$ cat config.mk
export PLATFORM = sky130hd
export DESIGN_NAME = rmrpy_sqrt_cell
export DESIGN_NICKNAME = d
export VERILOG_FILES = /design/src/hdl/rmrpy_sqrt_cell.sv
export SDC_FILE = /design/constraint.sdc
export NUM_CORES = 1
export LEC_CHECK = 0
export BUFFER_PORTS_ARGS = -buffer_cell sky130_fd_sc_hd__buf_2
export CAP_MARGIN = 25
export CORE_MARGIN = 1
export CORE_UTILIZATION = 37
export CTS_CLUSTER_SIZE = 14
export DETAILED_ROUTE_END_ITERATION = 16
export PLACE_DENSITY_LB_ADDON = 0.05
export SLEW_MARGIN = 20
export SYNTH_ARGS = -nofsm -noshare
export SYNTH_HDL_FRONTEND = slang
export SYNTH_SLANG_ARGS = --single-unit
$ cat constraint.sdc
create_clock -name i_clk -period 3.71 [get_ports i_clk]
set_input_delay 0.742 -clock i_clk [delete_from_list [all_inputs] [get_ports i_clk]]
set_output_delay 0.742 -clock i_clk [all_outputs]
set_load 0.02 [all_outputs]
$ cat src/hdl/rmrpy_sqrt_cell.sv
// One radix-2 digit cell of the pipelined integer square root.
// Takes two radicand bits, produces one root bit. Depends on nothing else.
module rmrpy_sqrt_cell #(
    parameter int NW     = 34,
    parameter int RTW    = 17,
    parameter int SIDE_W = 91
) (
    input  logic              i_clk,
    input  logic              i_rst_n,
    input  logic              i_en,
    input  logic              i_valid,
    input  logic [NW-1:0]     i_n,
    input  logic [RTW+1:0]    i_rem,
    input  logic [RTW-1:0]    i_root,
    input  logic [SIDE_W-1:0] i_side,
    output logic              o_valid,
    output logic [NW-1:0]     o_n,
    output logic [RTW+1:0]    o_rem,
    output logic [RTW-1:0]    o_root,
    output logic [SIDE_W-1:0] o_side
);

    logic [RTW+3:0] rem_t;
    logic [RTW+3:0] trial;
    logic           take;
    logic [RTW+3:0] rem_d;

    assign rem_t = {i_rem, i_n[NW-1 -: 2]};
    assign trial = {2'b00, i_root, 2'b01};
    assign take  = (rem_t >= trial);
    assign rem_d = take ? (rem_t - trial) : rem_t;

    always_ff @(posedge i_clk) begin
        if (!i_rst_n) begin
            o_valid <= 1'b0;
        end else if (i_en) begin
            o_valid <= i_valid;
        end
    end

    always_ff @(posedge i_clk) begin
        if (i_en) begin
            o_n    <= {i_n[NW-3:0], 2'b00};
            o_rem  <= rem_d[RTW+1:0];
            o_root <= {i_root[RTW-2:0], take};
            o_side <= i_side;
        end
    end

endmodule

# After elaboration in Yosys (flattened, before gate mapping)

Index checks and enable logic that the tools add are counted.

Flip-flop bits (word level): 160
Word-level logic and storage cells: 8
Output and inout port bits: 162

Add/subtract/negate cells: 1
Muxes and demuxes: 1
$lt $le $gt $ge: 1

Operator list:

| operator                                                       | count |
|---|---|
| 21-bit by 19-bit greater-or-equal comparator with 1-bit output | 1 |
| 19-bit two-way mux                                             | 1 |
| 19-bit subtractor                                              | 1 |

# Logic depth before layout (Yosys ltp)

Gate-level depths: netlist of the first run.

Word-level depth: 2
Depth in mapped cells: 10
Gate-level depth less buffers: 8

# Worst setup path after synthesis of the first run

Ideal clock, no wire load.

Path type: input port to flip-flop
From: in i_root[14]
To: reg o_rem[10] (data pin)
Library setup time: 0.260 ns
Arrival time: 2.470 ns
Buffers on the path: 1
Cell stages on the path: 9
Setup slack: 0.979 ns
Cells stage by stage: inv_1 ha_1 and4_4 and2_4 a2111oi_2 o21ai_1 a21o_1 buf_6 mux2_4

Longest elaborated chain between the ends: 2

RTL lines:

| element                                                        | line | RTL |
|---|---|---|
| start: declaration                                             | 14   | `input logic [RTW-1:0] i_root,` |
| 21-bit by 19-bit greater-or-equal comparator with 1-bit output | 30   | `assign take = (rem_t >= trial);` |
| 19-bit two-way mux                                             | 31   | `assign rem_d = take ? (rem_t - trial) : rem_t;` |
| via rem_d[10]                                                  | 26   | `logic [RTW+3:0] rem_d;` |
| end signal: assignment                                         | 44   | `o_rem <= rem_d[RTW+1:0];` |
| end: declaration                                               | 18   | `output logic [RTW+1:0] o_rem,` |

The timed path passes the listed nets, and every way through them passes these cells.
A chain may end at the register's enable or synchronous reset.

# Worst setup path after layout of the first run

From: in i_root[8]
To: reg o_rem[9] (data pin)

Same word-level chain as after synthesis.

==> impl_metrics.yaml, run 1 <==
timing:
  setup_slack_ps: 922
  fmaxAchievable_mhz: 359
  timing.clock.skew_ps: 0
  hold_violations: 0
  setup-tns-final_ps: 0
  hold_ws_ps: 489
  number_of_endpoints_failing_setup_at_the_final_stage: 0
  unrepaired_setup_endpoints_after_global_routing: "false"
  timing.final.crit_share_pct: 75.1
  tightestPinTransition_ps: 620
  period_needed_ps: 2790
  final-max-slew-violation-count: 0
  max-slew-margin-rel_pct: 58.2
placement:
  placer_congestion: 0.859
  dpl_worst_slack_ps: 501
  buffer_ports.inserted: 324
  dpl.hpwl_mm: 12.3
final_layout:
  synthToLayoutAreaGrowth_pct: 41.4
  layout.cells.most_common_list: "buf_2, edfxtp_1, inv_1"
  mostFrequentLayoutCell: "buf_2"
  insertedDiodeCount: 0
  final_layout_size_suffix_gt1_share_pct: 55.3
  final_net_count: 866
cts:
  cts_hold_buffers: 0
  clkTransAtPathRegs_ps: 70
  insertion_delay_ps: 420
  cts_sinks: 160
  htreeDepth: 4
  post_cts.resized_instances: 0
  post_cts_buffers: 0
  cts_made_buffers: 17
  tritoncts: "yes"
  cell_at_the_root_of_the_clock_tree: "clkbuf_16"
  number_of_buffers_on_the_longest_clock_path: 2
critical_path:
  r2r_start: "o_valid"
  startpoint_to_endpoint_class_of_the_critical_path: "in2reg"
  timing.critical_path.from_type: "input port"
  worst-r2r-cell-count: 2
  crit_fanout: 11
  cells_along_the_critical_path: "buf_2 -> inv_1 -> ha_1 -> nand4_1 -> nor4_1 -> a2111oi_2 -> o21ai_1 -> a21o_1 -> buf_4 -> mux2_4"
  cpPeakStageDelay_ps: 460
  reg2reg_to: "o_valid"
  crit_path_end_kind: "flop"
  cp_slowest_cell: "ha_1"
  critical_path_buf_inv_count: 3
  timing.critical_path.required_ps: 3880
  path_delay_family: "simple AND/OR/NAND/NOR gates"
  crit_arrival_ps: 2960
  r2r_slack_ps: 3110
floorplanning:
  effective_utilization_at_floorplan_pct: 38.3
  floorplan.die.width_microns: 131
  die_area_sq_um: 17100
  die_h_microns: 131
  std_cell_rows: 46
  fp.coreArea_sq_um: 16100
  io_pins: 327
routing:
  dr.pass1.iters: 4
  drt_iter0_drc: 216
  drcViolationCount: 0
  route.final.wire_length_mm: 15.8
  viasPerCell: 4.60
  number_of_nets_still_failing_antenna_checks_after_routing: 0
  via_count: 4188
  routed_wire_length_per_instance_microns: 17.3
outcome:
  status: "finished, final reports clean"
global_route:
  grt.total_usage_pct: 17.7
  grt_pass1_wl_mm: 21.9
  grt_start_max_net_pins: 57
  grt_remaining_overflow: 0
  vias_in_the_first_global_route: 3942
  grt_antenna_before_repair: 0
synthesis:
  synth_area_per_cell_sq_um: 18.1
  number_of_flops_mapped_to_enable_cells_by_yosys: 159
  netlist-cell-type-count: 44
  postSynth.asyncResetShare_pct: 0
  ys_seq_elements: 160
  synthesis.instances: 339
  synth-warning-count: 0
  mappedNetlistArea_sq_um: 6150
  synth-seq-area-share_pct: 77.9
  yosys_most_used_dff: "edfxtp_1"
min_path:
  hold-path-cell-count: 1
  timing.hold.worst.class: "in2reg"
  whs_endpoint: "o_n[20]"
  hold_start: "i_n[18]"
job:
  cap_violations: 0
power:
  total_power_consumption_of_the_routed_design_mw: 4.87
  power.static_leakage_nw: 3.86
  worst_ir_drop_vdd_mv: 0.326
  powerDensity_nw_per_um2: 560
## logic make-up (layout without fill, tap and decap cells)
| group | after synthesis | count (layout) | synth area share [%] |
|---|---|---|---|
| adder cells (fa/ha/maj) | 19 | 19 | 3.86 |
| flip-flops | 160 | 160 | 77.9 |
| buffers and inverters | 29 | 384 | 2.30 |
| AND/OR/NAND/NOR | 42 | 42 | 3.40 |
| AO/OA/AOI/OAI | 54 | 54 | 5.88 |
| other | 1 | 2 | 0.0610 |
| XOR/XNOR | 15 | 15 | 2.14 |
| multiplexers | 19 | 19 | 4.41 |
## worst max-delay path by stage
stage / from / slack [ps] / cells after the start / to
2_1_floorplan: i_root[14] / 980 / 9 / o_rem[10]
5_1_grt: i_root[8] / 830 / 10 / o_rem[9]
3_3_place_gp: i_root[8] / 620 / 10 / o_rem[9]
3_5_place_dp: i_root[8] / 500 / 10 / o_rem[9]
6_report: i_root[8] / 920 / 10 / o_rem[9]
4_1_cts: i_root[8] / 940 / 10 / o_rem[9]
## cell type report
type / count / area, sq um
multi-input combinational: 151 / 1220
inverter: 22 / 82.6
tap: 216 / 270
fill: 1427 / 7360
timing repair buffer: 330 / 1690
sequential: 160 / 4790
clock buffer: 18 / 429
clock inverter: 14 / 215
## per-layer routing
metal	wire length (microns)	vias to the layer above	track usage [%]
met2	8640	173	32.6
met3	1180	23	4.93
li1	-	1985	-
met4	344	0	8.32
met5	0	-	0
met1	5610	2007	18.4
## synthesized netlist by cell type, types with 2 or more instances
cell type / number / area share, %
edfxtp_1: 159 / 78
inv_1: 22 / 1.3
ha_1: 19 / 3.9
mux2_4: 16 / 3.9
nand2_1: 15 / 0.92
a21oi_1: 14 / 1.1
o21ai_0: 10 / 0.81
xnor2_1: 8 / 1.1
nor2_1: 7 / 0.43
xor2_1: 7 / 1.0
o211ai_1: 5 / 0.61
a211oi_1: 4 / 0.49
a21o_1: 4 / 0.49
nand4_1: 4 / 0.41
buf_6: 3 / 0.55
nor3_1: 3 / 0.24
a21boi_0: 2 / 0.24
a31oi_1: 2 / 0.20
and2_1: 2 / 0.20
and3_1: 2 / 0.20
buf_2: 2 / 0.16
buf_4: 2 / 0.24
mux2i_1: 2 / 0.33
nand2b_1: 2 / 0.20
nand3_1: 2 / 0.16
nor2b_1: 2 / 0.20
o21ai_1: 2 / 0.16
## power breakdown
group          internal (mW)  total, mW  switching, mW
clock                   1.15       1.90          0.750
sequential              2.17       2.21         0.0326
combinational          0.297      0.759          0.462
total                   3.62       4.87           1.24
## flip-flops by register name, summed over array words and instances, names as in the netlist
signal	flops
o_valid	1
o_root	17
o_side	91
o_n	32
o_rem	19
## through the flow
stage               instances  instance area (sq um)  util, %
floorplan                 340                   6150        -
global placement          879                   8050     50.1
detailed placement        879                   8050     50.1
finish                    911                   8700     54.2
CTS                       911                   8700     54.2
global route              911                   8700     54.2
## worst register-to-register path: stages, from the launching register on
cell and delay (ps):
dfxtp_1 310, mux2i_1 120, nor2b_1 60
No activity file was read; power rests on OpenSTA's default activity.
==> run 2: changes to the inputs <==
==> constraint.sdc (replaced) <==
create_clock -name i_clk -period 2.7 [get_ports i_clk]
set_input_delay 0.54 -clock i_clk [delete_from_list [all_inputs] [get_ports i_clk]]
set_output_delay 0.54 -clock i_clk [all_outputs]
set_load 0.02 [all_outputs]
==> run 2 against run 1 <==
Net effect:
- sequential share of layout area down 0.58 points
- core utilization grew 0.58 points
- worst setup slack worse by 650 ps
- first-iteration DRC count decreased by 8.3%
- register-to-register slack lost 1000 ps
- hold slack got worse by 200 ps
==> impl_metrics.yaml, run 2 (same netlist as run 1, synthesis figures left out) <==
floorplanning:
  die_h_microns: 131
  std_cell_rows: 46
  io_pins: 327
  floorplan.die.width_microns: 131
  effective_utilization_at_floorplan_pct: 38.3
  die_area_sq_um: 17100
  fp.coreArea_sq_um: 16100
routing:
  drcViolationCount: 0
  viasPerCell: 4.52
  via_count: 4230
  route.final.wire_length_mm: 15.6
  dr.pass1.iters: 4
  routed_wire_length_per_instance_microns: 16.7
  number_of_nets_still_failing_antenna_checks_after_routing: 0
  drt_iter0_drc: 198
timing:
  period_needed_ps: 2430
  number_of_endpoints_failing_setup_at_the_final_stage: 0
  timing.clock.skew_ps: 0
  fmaxAchievable_mhz: 412
  timing.final.crit_share_pct: 90.0
  final-max-slew-violation-count: 0
  unrepaired_setup_endpoints_after_global_routing: "false"
  hold_violations: 0
final_layout:
  mostFrequentLayoutCell: "buf_2"
  final_net_count: 889
  synthToLayoutAreaGrowth_pct: 42.9
  final_layout_size_suffix_gt1_share_pct: 56.7
  final_core_utilization_pct: 54.7
  layout.cell_area.non_filler_sq_um: 8790
  top_regs: "o_side x91, o_n x32, o_rem x19"
  top_register: "o_side"
  final.fill_count: 1408
  largest_register_ff_count: 91
  layout.cells.most_common_list: "buf_2, edfxtp_1, buf_4"
cts:
  insertion_delay_ps: 420
  cell_at_the_root_of_the_clock_tree: "clkbuf_16"
  post_cts.resized_instances: 0
  post_cts_buffers: 0
  htreeDepth: 4
  cts_made_buffers: 17
  clkTransAtPathRegs_ps: 70
  cts_hold_buffers: 0
  number_of_buffers_on_the_longest_clock_path: 2
  tritoncts: "yes"
  cts_sinks: 160
job:
  cap_violations: 0
power:
  powerDensity_nw_per_um2: 722
  total_power_consumption_of_the_routed_design_mw: 6.35
  worst_ir_drop_vdd_mv: 0.443
  power.static_leakage_nw: 3.93
placement:
  buffer_ports.inserted: 324
  placer_congestion: 0.842
  dpl.hpwl_mm: 12.3
  place_area_sq_um: 8240
critical_path:
  critical_path.endpoint: "o_rem[8]"
  timing.critical_path.from_type: "input port"
  reg2reg_to: "o_valid"
  r2r_slack_ps: 2110
  startpoint_to_endpoint_class_of_the_critical_path: "in2reg"
  worst-r2r-cell-count: 2
  crit_fanout: 10
  crit_path_end_kind: "flop"
  cp-startpoint: "i_root[8]"
  timing.critical_path.required_ps: 2860
  r2r_start: "o_valid"
  crit_arrival_ps: 2590
global_route:
  vias_in_the_first_global_route: 4008
  grt_start_max_net_pins: 60
  grt.total_usage_pct: 17.6
  grt_remaining_overflow: 0
  grt_antenna_before_repair: 1
  grt_pass1_wl_mm: 21.8
min_path:
  hold-path-cell-count: 1
  timing.hold.worst.class: "in2reg"
outcome:
  status: "finished, final reports clean"
==> run 2: changes by cell type in the layout (fill, tap and decap cells not counted), sizes merged <==
| cell | before | now |
|---|---|---|
| bufinv | 4 | 0 |
| buf | 330 | 353 |
| diode | 0 | 1 |
| clkbuf | 18 | 17 |
| clkinv | 0 | 5 |
| inv | 30 | 29 |
| clkinvlp | 2 | 3 |
==> run 2: final cells by class <==
cell class	count	area [sq um]	share of cell area, %
multi-input combinational	151	1220	13.9
timing repair buffer	353	1870	21.3
inverter	22	82.6	0.940
clock inverter	15	124	1.41
sequential	160	4790	54.6
antenna	1	2.50	0.0285
tap	216	270	3.08
clock buffer	17	425	4.84
==> run 2: critical path, stage by stage <==
cell       delay, ps
buf_2            100
inv_1             40
ha_1             410
nand4_1          170
nor4_1           410
a2111oi_2        130
o21ai_1          120
a21o_1           120
buf_4            220
mux2_4           320
==> run 2: routing by layer <==
metal	vias up	part of all wire (%)	GRT usage [%]
met2	151	54	32.6
met1	2020	37	18.2
met4	0	2.6	8.72
met3	25	7.0	4.89
li1	2034	-	-
met5	-	0	0
==> run 2: where the power goes <==
group	total, mW	leakage (nW)	switching (mW)	internal [mW]
logic	1.08	2.10	0.637	0.443
registers	3.03	1.56	0.0466	2.99
clock network	2.23	0.263	1.03	1.20
total	6.35	3.93	1.72	4.63
==> run 2: worst min path at each step <==
stage,start,to
after floorplan,o_valid,o_valid
after global placement,o_valid,o_valid
after detailed placement,o_valid,o_valid
after CTS,i_side[7],o_side[7]
after global routing,i_side[55],o_side[55]
final,i_side[35],o_side[35]
==> run 2: metrics by stage <==
stage | setup WS (ps) | TNS (ps) | hold WS, ps | instances
floorplan | 171 | 0 | 589 | 340
global placement | -108 | -1570 | 493 | 902
detailed placement | -195 | -3030 | 522 | 902
CTS | 228 | 0 | 273 | 934
global route | 53.6 | 0 | 268 | 935
finish | 270 | 0 | 290 | 935
