## src/hdl/rmrpy_pkg.sv

```systemverilog
// Shared constants and helpers for the rotation-matrix to roll/pitch/yaw unit.
// Holds the CORDIC stage angle table and fixed-point reduction functions.
// No dependencies.
package rmrpy_pkg;

    localparam int FRAC_BITS_DEF     = 16;
    localparam int CORDIC_STAGES_DEF = 16;

    localparam logic signed [63:0] Q30_HALF_PI = 64'sd1686629713;

    // atan(2^-i) in Q2.30
    localparam logic signed [63:0] ATAN_Q30 [0:31] = '{
        64'sd843314857, 64'sd497837829, 64'sd263043836, 64'sd133525158,
        64'sd67021686,  64'sd33543515,  64'sd16775850,  64'sd8388437,
        64'sd4194282,   64'sd2097149,   64'sd1048576,   64'sd524288,
        64'sd262144,    64'sd131072,    64'sd65536,     64'sd32768,
        64'sd16384,     64'sd8192,      64'sd4096,      64'sd2048,
        64'sd1024,      64'sd512,       64'sd256,       64'sd128,
        64'sd64,        64'sd32,        64'sd16,        64'sd8,
        64'sd4,         64'sd2,         64'sd1,         64'sd0
    };

    // Reduce a Q2.30 angle to frac fraction bits, rounding half up.
    function automatic logic signed [63:0] q30_to_frac(input logic signed [63:0] a,
                                                       input int frac);
        int s;
        s = 30 - frac;
        if (s == 0) begin
            return a;
        end
        return (a + (64'sd1 <<< (s - 1))) >>> s;
    endfunction

    function automatic logic signed [63:0] stage_angle(input int stage, input int frac);
        return q30_to_frac(ATAN_Q30[stage], frac);
    endfunction

endpackage

```

## src/hdl/rmrpy_cordic_cell.sv

```systemverilog
// One vectoring-mode CORDIC micro-rotation cell.
// Uses rmrpy_pkg for the stage angle.
module rmrpy_cordic_cell
    import rmrpy_pkg::*;
#(
    parameter int FRAC_BITS = FRAC_BITS_DEF,
    parameter int STAGE     = 0,
    parameter int W         = FRAC_BITS_DEF + 4,
    parameter int SIDE_W    = 2
) (
    input  logic                i_clk,
    input  logic                i_rst_n,
    input  logic                i_en,
    input  logic                i_valid,
    input  logic signed [W-1:0] i_x,
    input  logic signed [W-1:0] i_y,
    input  logic signed [W-1:0] i_z,
    input  logic [SIDE_W-1:0]   i_side,
    output logic                o_valid,
    output logic signed [W-1:0] o_x,
    output logic signed [W-1:0] o_y,
    output logic signed [W-1:0] o_z,
    output logic [SIDE_W-1:0]   o_side
);

    localparam logic signed [63:0] ANG64 = stage_angle(STAGE, FRAC_BITS);
    localparam logic signed [W-1:0] ANG  = ANG64[W-1:0];

    logic signed [W-1:0] dx;
    logic signed [W-1:0] dy;

    assign dx = i_y >>> STAGE;
    assign dy = i_x >>> STAGE;

    always_ff @(posedge i_clk) begin
        if (!i_rst_n) begin
            o_valid <= 1'b0;
        end else if (i_en) begin
            o_valid <= i_valid;
        end
    end

    // rotate y toward zero, accumulating the angle in z; zero residual: hold vector and angle
    always_ff @(posedge i_clk) begin
        if (i_en) begin
            o_side <= i_side;
            if (i_y > 0) begin
                o_x <= i_x + dx;
                o_y <= i_y - dy;
                o_z <= i_z + ANG;
            end else if (i_y < 0) begin
                o_x <= i_x - dx;
                o_y <= i_y + dy;
                o_z <= i_z - ANG;
            end else begin
                o_x <= i_x;
                o_y <= i_y;
                o_z <= i_z;
            end
        end
    end

endmodule

```

## config.mk

```make
export PLATFORM = sky130hd
export DESIGN_NAME = rmrpy_cordic_cell
export DESIGN_NICKNAME = d
export VERILOG_FILES = /design/src/hdl/rmrpy_pkg.sv /design/src/hdl/rmrpy_cordic_cell.sv
export SDC_FILE = /design/constraint.sdc
export NUM_CORES = 1
export LEC_CHECK = 0
export BUFFER_PORTS_ARGS = -buffer_cell sky130_fd_sc_hd__buf_2
export CAP_MARGIN = 30
export CORE_MARGIN = 8
export CORE_UTILIZATION = 55
export CTS_CLUSTER_DIAMETER = 60
export DETAILED_ROUTE_END_ITERATION = 16
export PLACE_DENSITY = 0.76
export SLEW_MARGIN = 20
export SYNTH_ARGS = -nofsm -noshare
export SYNTH_HDL_FRONTEND = slang
export SYNTH_SLANG_ARGS = --single-unit
```

## constraint.sdc

```tcl
create_clock -name i_clk -period 10.2 [get_ports i_clk]
set_clock_uncertainty 0.15 [all_clocks]
set_input_delay 3.06 -clock i_clk [delete_from_list [all_inputs] [get_ports i_clk]]
set_output_delay 3.06 -clock i_clk [all_outputs]
set_load 0.01 [all_outputs]
```

# Word-level counts from Yosys, hierarchy flattened
# Index checks and enable logic that the tools add are counted.
totals:
  regBits: 63
  input_bits: 66
  out_inout_bits: 63
classes:
  n_addsub: 5
  order_cmp: 2
  muxes: 6
ops:
  columns: ["op", "count"]
  rows:
  - ["$mux 20", 6]
  - ["$sub 20x20->20", 2]
  - ["$add 20x17->20 const B", 1]
  - ["$add 20x20->20", 1]
  - ["$gt 20x1->1 const B", 1]
  - ["$lt 20x1->1 const B", 1]
  - ["$sub 20x17->20 const B", 1]

# Depth between registers and ports, before layout
# Gate-level depths: netlist (run 1).
logic_depth:
  ltp_word: 3
  depth_mapped: 11
  ltp_nobuf: 10

# Worst setup path after synthesis (run 1)
# OpenSTA, ideal clock, no wires.
synth_path:
  path_type: "in2reg"
  startpoint: "input port i_x[0]"
  endpoint: "register o_y[12] (data pin)"
  setup_ps: 259
  t_arrival_ps: 5252
  slack_ps: 4539
  cell_stages: 11
  n_path_buf: 1
  path_cell_list: "ha_1 inv_1 fa_1 nor3_2 or3_1 buf_2 a211o_1 a211o_1 a311oi_4 o32ai_1 a2bb2oi_1"
synth_between:
  elab_chain_cells: 3
  elab_cells_between_ends: 4
  classes_between: "add/sub (2); mux (2)"
synth_rtl:
  columns: ["item", "line", "text"]
  rows:
  - ["from (decl)", "rmrpy_cordic_cell.sv:15", "input logic signed [W-1:0] i_x,"]
  - ["$add 20x20->20", "rmrpy_cordic_cell.sv:53", "o_y <= i_y + dy;"]
  - ["$mux 20", "rmrpy_cordic_cell.sv:51", "end else if (i_y < 0) begin"]
  - ["$mux 20 *", "rmrpy_cordic_cell.sv:47", "if (i_y > 0) begin"]
  - ["to (signal assigned)", "rmrpy_cordic_cell.sv:49", "o_y <= i_y - dy;"]
  - ["to (signal assigned)", "rmrpy_cordic_cell.sv:53", null]
  - ["to (signal assigned)", "rmrpy_cordic_cell.sv:57", "o_y <= i_y;"]
  - ["to (decl)", "rmrpy_cordic_cell.sv:21", "output logic signed [W-1:0] o_y,"]
# Every way passes the cells marked *; elsewhere a longest branch is shown, timed or not.
# A chain may end at the register's enable or synchronous reset.

# Final worst setup path (run 1)
layout_path:
  startpoint: "input port i_x[8]"
  endpoint: "register o_x[18] (data pin)"
layout_between:
  elab_chain_cells: 3
  elab_cells_between_ends: 4
  classes_between: "add/sub (2); mux (2)"
layout_rtl:
  columns: ["item", "line", "text"]
  rows:
  - ["$sub 20x20->20", "rmrpy_cordic_cell.sv:52", "o_x <= i_x - dx;"]
  - ["$mux 20", "rmrpy_cordic_cell.sv:51", null]
  - ["$mux 20 *", "rmrpy_cordic_cell.sv:47", null]
  - ["to (signal assigned)", "rmrpy_cordic_cell.sv:48", "o_x <= i_x + dx;"]
  - ["to (signal assigned)", "rmrpy_cordic_cell.sv:52", null]
  - ["to (signal assigned)", "rmrpy_cordic_cell.sv:56", "o_x <= i_x;"]
  - ["to (decl)", "rmrpy_cordic_cell.sv:20", "output logic signed [W-1:0] o_x,"]
# Marked as above.

==> impl_metrics.py, run 1 <==
metrics = {
    "pwr": {
        "p_per_area_mw_per_mm2": 131,
        "power.share.sequential_pct": 36.6,
        "peakVddDrop_v": 0.0000949,
        "total_switching_power_uw": 334,
        "power_leakage_nw": 3.06,
        "combPwrFrac_pct": 38.3,
        "swShare_pct": 36.3,
        "power.internal_uw": 587,
        "pwr-share-clk_pct": 25.1,
        "power_uw": 921,
    },
    "sta": {
        "finalCriticalPeriod_ns": 6.44,
        "drv_slew": 0,
        "max_freq_ghz": 0.155,
        "grt_setup_unrepaired": "false",
        "setup_viol": 0,
        "period_share_pct": 63.2,
        "finalHoldViolCount": 0,
        "fin_ws_ns": 3.76,
        "maxSlewHeadroom_pct": 36.8,
        "tns_ns": 0,
        "worst_pin_slew_ns": 0.946,
    },
    "floorplan": {
        "fp.dieArea_sq_mm": 0.0148,
        "die_h_um": 122,
        "dieWidth_um": 122,
        "initial_core_util_pct": 56.6,
        "coreArea_sq_mm": 0.0108,
        "rows": 38,
        "io_pins": 129,
    },
    "critical_path": {
        "max_stage_delay_ns": 0.79,
        "critPathMaxFanout": 18,
        "worstPathArrival_ns": 6.34,
        "worst_path_max_delay_cell": "a311oi_1",
        "critPathCaptureType": "flip-flop",
        "startpoint_type": "input port",
        "required_ns": 10.10,
        "worstPathCellList": "buf_2, inv_1, ha_1, a21oi_1, a31oi_1, a311oi_1, nor3_1, o31ai_1, o311ai_0",
        "critPathKind": "in -> reg",
    },
    "route": {
        "drtPass1Iterations": 7,
        "drt_wl_total_um": 22800,
        "postRouteAntennaNets": 0,
        "initialDrtViolationCount": 1115,
        "route.detailed.drc": 0,
        "vias_per_cell": 6.76,
        "routedWlPerCell_um": 23.5,
        "vias": 6553,
    },
    "min_path": {
        "hp-class": "reg -> reg",
    },
    "clocking": {
        "insertion_delay_ns": 0.34,
        "clock-sinks": 63,
        "post_cts_buffers": 0,
        "clk_pin_slew_worst_paths_ns": 0.07,
        "root_buffer": "clkbuf_8",
        "htreeDepth": 3,
        "cts.path.max_buffers": 2,
        "ctsHoldBuffers": 0,
        "cts_buffers": 9,
        "tritoncts": "done",
        "cts_resized": 0,
    },
    "yosys": {
        "syn-num-nets": 854,
        "syn_area_sq_mm": 0.00613,
        "synth_top_area_share_pct": 30.3,
        "synth-edff-count": 62,
        "synth_area_leaders": "edfxtp_1 (30%), ha_1 (13%), a21oi_1 (5.7%), nand2_1 (4.0%), o21ai_0 (3.5%)",
        "yosysUniqueCellTypes": 69,
        "async_reset_ff_share_pct": 0,
        "yosys_register_bits": 63,
        "syn_inst": 721,
        "yosysTopAreaCell": "edfxtp_1",
        "synthFlopType": "edfxtp_1",
        "synth_most_common_cell": "a21oi_1",
        "synth_area_per_cell_sq_um": 8.51,
        "yosys-top-cells-count": "a21oi_1 (70), nand2_1 (65), ha_1 (64)",
        "synth-seq-area-share_pct": 30.7,
        "yosys_warnings": 0,
    },
    "flow_run": {
        "drv_cap": 0,
    },
    "global_routing": {
        "grt_antenna_before_repair": 0,
        "grt_start_max_net_pins": 66,
        "overflow": 0,
        "grt_first_pass_wirelength_um": 35100,
        "grtUsageTotal_pct": 30.3,
        "first_global_vias": 6190,
    },
    "placement": {
        "dp_hpwl_um": 17700,
        "dp.cells": 954,
        "dp_slack_ns": 3.39,
        "placed_cell_area_sq_mm": 0.00682,
        "gp_congestion": 1.02,
        "port_buffers": 128,
    },
    "finish": {
        "area_growth_pct": 14.9,
        "drive_gt1_share_pct": 19.5,
        "stdcell_count": 970,
        "fin_area_sq_mm": 0.00705,
        "num_antenna_cells": 0,
        "nets": 959,
        "nFillCells": 916,
    },
    "outcome": {
        "outcome": "complete, no violations",
    },
}
==> stage by stage <==
| stage | hold WS, ns | util (%) |
|---|---|---|
| after global routing | 0.476 | 65.0 |
| after floorplan | 0.388 | - |
| after global placement | 0.343 | 62.8 |
| after CTS | 0.439 | 64.8 |
| final | 0.431 | 65.0 |
| after detailed placement | 0.406 | 62.9 |
==> cells by family (layout without fill, tap and decap cells) <==
family / count (synthesis) / count (layout) / synth area share (%)
fa+ha+maj: 67 / 67 / 14.0
xor+xnor: 23 / 23 / 3.28
compound gates: 260 / 260 / 28.5
simple gates: 202 / 202 / 15.8
buf+inv: 98 / 207 / 6.34
mux: 8 / 8 / 1.31
flops: 63 / 63 / 30.7
==> power groups by stage <==
| stage | clock, mW | combinational, mW | sequential [mW] |
|---|---|---|---|
| finish | 0.231 | 0.353 | 0.337 |
| global route | 0.240 | 0.379 | 0.339 |
| CTS | 0.230 | 0.343 | 0.337 |
| detailed placement | 0 | 0.341 | 0.342 |
| global placement | 0 | 0.330 | 0.340 |
| floorplan | 0 | 0.192 | 0.359 |
==> worst max-delay path, delay by kind of cell <==
family	cells	cell delay (ns)
compound gates	5	2.36
simple gates	1	0.12
buf+inv	2	0.22
fa+ha+maj	1	0.58
==> registers in the layout, summed over array words and instances (netlist names) <==
name	cells
o_x	20
o_y	20
o_z	20
o_side	2
o_valid	1
==> cells in the final DEF (no fill, tap or decap), types with 9 or more instances in the layout <==
| master | n |
|---|---|
| edfxtp_1 | 62 |
| inv_1 | 56 |
| buf_2 | 128 |
| o22ai_1 | 15 |
| clkbuf_8 | 9 |
| a31oi_1 | 13 |
| nand3_1 | 25 |
| nand2_1 | 65 |
| a21oi_1 | 70 |
| o31ai_1 | 11 |
| nor2_1 | 45 |
| nor3_1 | 13 |
| a221oi_1 | 12 |
| ha_1 | 64 |
| xnor2_1 | 15 |
| a211oi_1 | 10 |
| o21ai_0 | 43 |
==> per-layer routing <==
| layer | track usage [%] | share of wire (%) | vias to the layer above | wire, um |
|---|---|---|---|---|
| met2 | 46.9 | 45 | 501 | 10200 |
| met3 | 7.22 | 12 | 47 | 2790 |
| met4 | 8.33 | 2.2 | 0 | 506 |
| li1 | - | - | 2919 | - |
| met5 | 0 | 0 | - | 0 |
| met1 | 41.4 | 41 | 3086 | 9330 |
==> final timing paths <==
kind                            cells past startpoint                 start  slack [ns]                    to
worst max-delay path                                9                i_x[8]        3.76     o_x[18]$_DFFE_PP_
worst min-delay path                                2  o_valid$_SDFFE_PN0P_        0.43  o_valid$_SDFFE_PN0P_
worst max register to register                      2  o_valid$_SDFFE_PN0P_        9.40  o_valid$_SDFFE_PN0P_
worst min register to register                      2  o_valid$_SDFFE_PN0P_        0.43  o_valid$_SDFFE_PN0P_
==> layout make-up <==
type	count	area [sq um]	area share, %
clock buffer	10	128	1.81
clock inverter	5	73.8	1.05
inverter	57	214	3.04
multi-input combinational	560	3870	54.9
sequential	63	1880	26.7
tap	140	175	2.49
timing repair buffer	135	703	9.98
Note: power is estimated with default switching activity, not from simulation.
==> run 2: changes to the inputs <==
--- a/config.mk
+++ b/config.mk
@@ -8,10 +8,10 @@
 export BUFFER_PORTS_ARGS = -buffer_cell sky130_fd_sc_hd__buf_2
 export CAP_MARGIN = 30
 export CORE_MARGIN = 8
-export CORE_UTILIZATION = 55
+export CORE_UTILIZATION = 51
 export CTS_CLUSTER_DIAMETER = 60
 export DETAILED_ROUTE_END_ITERATION = 16
-export PLACE_DENSITY = 0.76
+export PLACE_DENSITY = 0.74
 export SLEW_MARGIN = 20
 export SYNTH_ARGS = -nofsm -noshare
 export SYNTH_HDL_FRONTEND = slang
==> constraint.sdc (replaced) <==
create_clock -name i_clk -period 5.68 [get_ports i_clk]
set_clock_uncertainty 0.15 [all_clocks]
set_input_delay 1.704 -clock i_clk [delete_from_list [all_inputs] [get_ports i_clk]]
set_output_delay 1.704 -clock i_clk [all_outputs]
set_load 0.01 [all_outputs]
==> impl_metrics.py, run 2 (synthesized netlist as in run 1, its figures left out) <==
metrics = {
    "outcome": {
        "outcome": "complete, no violations",
    },
    "clocking": {
        "clk_pin_slew_worst_paths_ns": 0.06,
        "post_cts_buffers": 0,
        "cts_buffers": 9,
        "clock-sinks": 63,
        "tritoncts": "done",
        "cts.path.max_buffers": 2,
        "cts_resized": 0,
        "htreeDepth": 3,
        "ctsHoldBuffers": 0,
        "root_buffer": "clkbuf_16",
        "insertion_delay_ns": 0.34,
    },
    "floorplan": {
        "fp.dieArea_sq_mm": 0.0158,
        "io_pins": 129,
        "dieWidth_um": 126,
        "die_h_um": 126,
        "coreArea_sq_mm": 0.0119,
        "initial_core_util_pct": 51.7,
        "rows": 40,
    },
    "route": {
        "vias_per_cell": 6.64,
        "vias": 6584,
        "routedWlPerCell_um": 23.7,
        "postRouteAntennaNets": 0,
        "drtPass1Iterations": 8,
        "drt_wl_total_um": 23500,
        "route.detailed.drc": 0,
        "initialDrtViolationCount": 1071,
    },
    "flow_run": {
        "drv_cap": 0,
    },
    "placement": {
        "dp_slack_ns": 0.651,
        "dp_hpwl_um": 18000,
        "gp_congestion": 1.05,
        "port_buffers": 128,
    },
    "finish": {
        "num_antenna_cells": 0,
        "multi_input_area_sq_mm": 0.00386,
        "top_regs": "o_x: 20 flops, o_y: 20 flops, o_z: 20 flops",
        "drive_gt1_share_pct": 20.6,
        "area_growth_pct": 18.0,
        "final_common_cell": "buf_2",
        "layout_common_cells": "buf_2 (128), a21oi_1 (70), nand2_1 (65)",
        "nets": 972,
        "ff_latch_area_sq_mm": 0.00188,
        "nFillCells": 1046,
    },
    "critical_path": {
        "critPathKind": "in -> reg",
        "required_ns": 5.58,
        "startpoint_type": "input port",
        "reg2reg_depth": 2,
        "critPathCaptureType": "flip-flop",
        "timing.rr.start": "o_valid$_SDFFE_PN0P_",
        "crit_start": "i_x[6]",
        "critPathMaxFanout": 18,
        "worstPathArrival_ns": 4.54,
    },
    "global_routing": {
        "grtUsageTotal_pct": 28.8,
        "overflow": 0,
        "grt_start_max_net_pins": 51,
        "grt_antenna_before_repair": 0,
        "grt_first_pass_wirelength_um": 35800,
        "first_global_vias": 6248,
    },
    "sta": {
        "holdWs_ns": 0.390,
        "setup_viol": 0,
        "period_share_pct": 81.6,
        "fin_ws_ns": 1.04,
        "max_freq_ghz": 0.216,
        "finalCriticalPeriod_ns": 4.64,
        "finalHoldViolCount": 0,
        "worst_pin_slew_ns": 0.987,
        "grt_setup_unrepaired": "false",
        "drv_slew": 0,
        "maxSlewHeadroom_pct": 33.6,
        "tns_ns": 0,
    },
    "pwr": {
        "p_per_area_mw_per_mm2": 250,
        "peakVddDrop_v": 0.000114,
        "power_leakage_nw": 3.17,
    },
    "min_path": {
        "min_from": "o_valid$_SDFFE_PN0P_",
        "hp-class": "reg -> reg",
        "holdPathStages": 2,
    },
}
[run 2: final timing paths]
check / slack (ns) / endpoint
worst max-delay path: 1.04 / o_x[18]$_DFFE_PP_
worst min-delay path: 0.39 / o_valid$_SDFFE_PN0P_
worst max register to register: 4.93 / o_valid$_SDFFE_PN0P_
worst min register to register: 0.39 / o_valid$_SDFFE_PN0P_
[run 2: through the flow]
step | instance area [sq um] | std cells | power [mW] | utilization (%)
6_report | 7240 | 991 | 1.81 | 61.0
5_1_grt | 7240 | 991 | 1.87 | 61.0
3_5_place_dp | 6910 | 972 | 1.23 | 58.3
2_1_floorplan | 6130 | 721 | 0.990 | -
4_1_cts | 7200 | 988 | 1.79 | 60.7
3_3_place_gp | 6910 | 972 | 1.22 | 58.3
[run 2: critical path: stages]
cell      delay [ns]
buf_2           0.14
inv_1           0.07
ha_1            0.53
nor2b_1         0.26
a211oi_1        0.32
a211o_1         0.18
a31oi_1         0.09
buf_4           0.20
o31ai_1         0.66
mux2i_1         0.25
o311ai_0        0.14
[run 2: cell type report]
type                            count  share of cell area [%]
Multi-Input combinational cell    560                    53.4
Inverter                           57                    2.95
Clock buffer                        9                    3.11
Clock inverter                      7                   0.881
Tap cell                          147                    2.54
Sequential cell                    63                    26.0
Timing Repair Buffer              148                    11.2
[run 2: where the power goes]
group	switching (mW)	internal (mW)	leakage, nW
clock	0.221	0.336	0.140
combinational	0.412	0.233	2.41
sequential	0.0174	0.588	0.615
[run 2: routing by layer]
metal | share of wire (%) | wire [um] | up-vias | track usage (%)
met2 | 43 | 10200 | 473 | 42.8
li1 | - | - | 2943 | -
met1 | 41 | 9630 | 3109 | 38.8
met4 | 3.4 | 805 | 0 | 13.0
met5 | 0 | 0 | - | 0
met3 | 12 | 2840 | 59 | 6.67
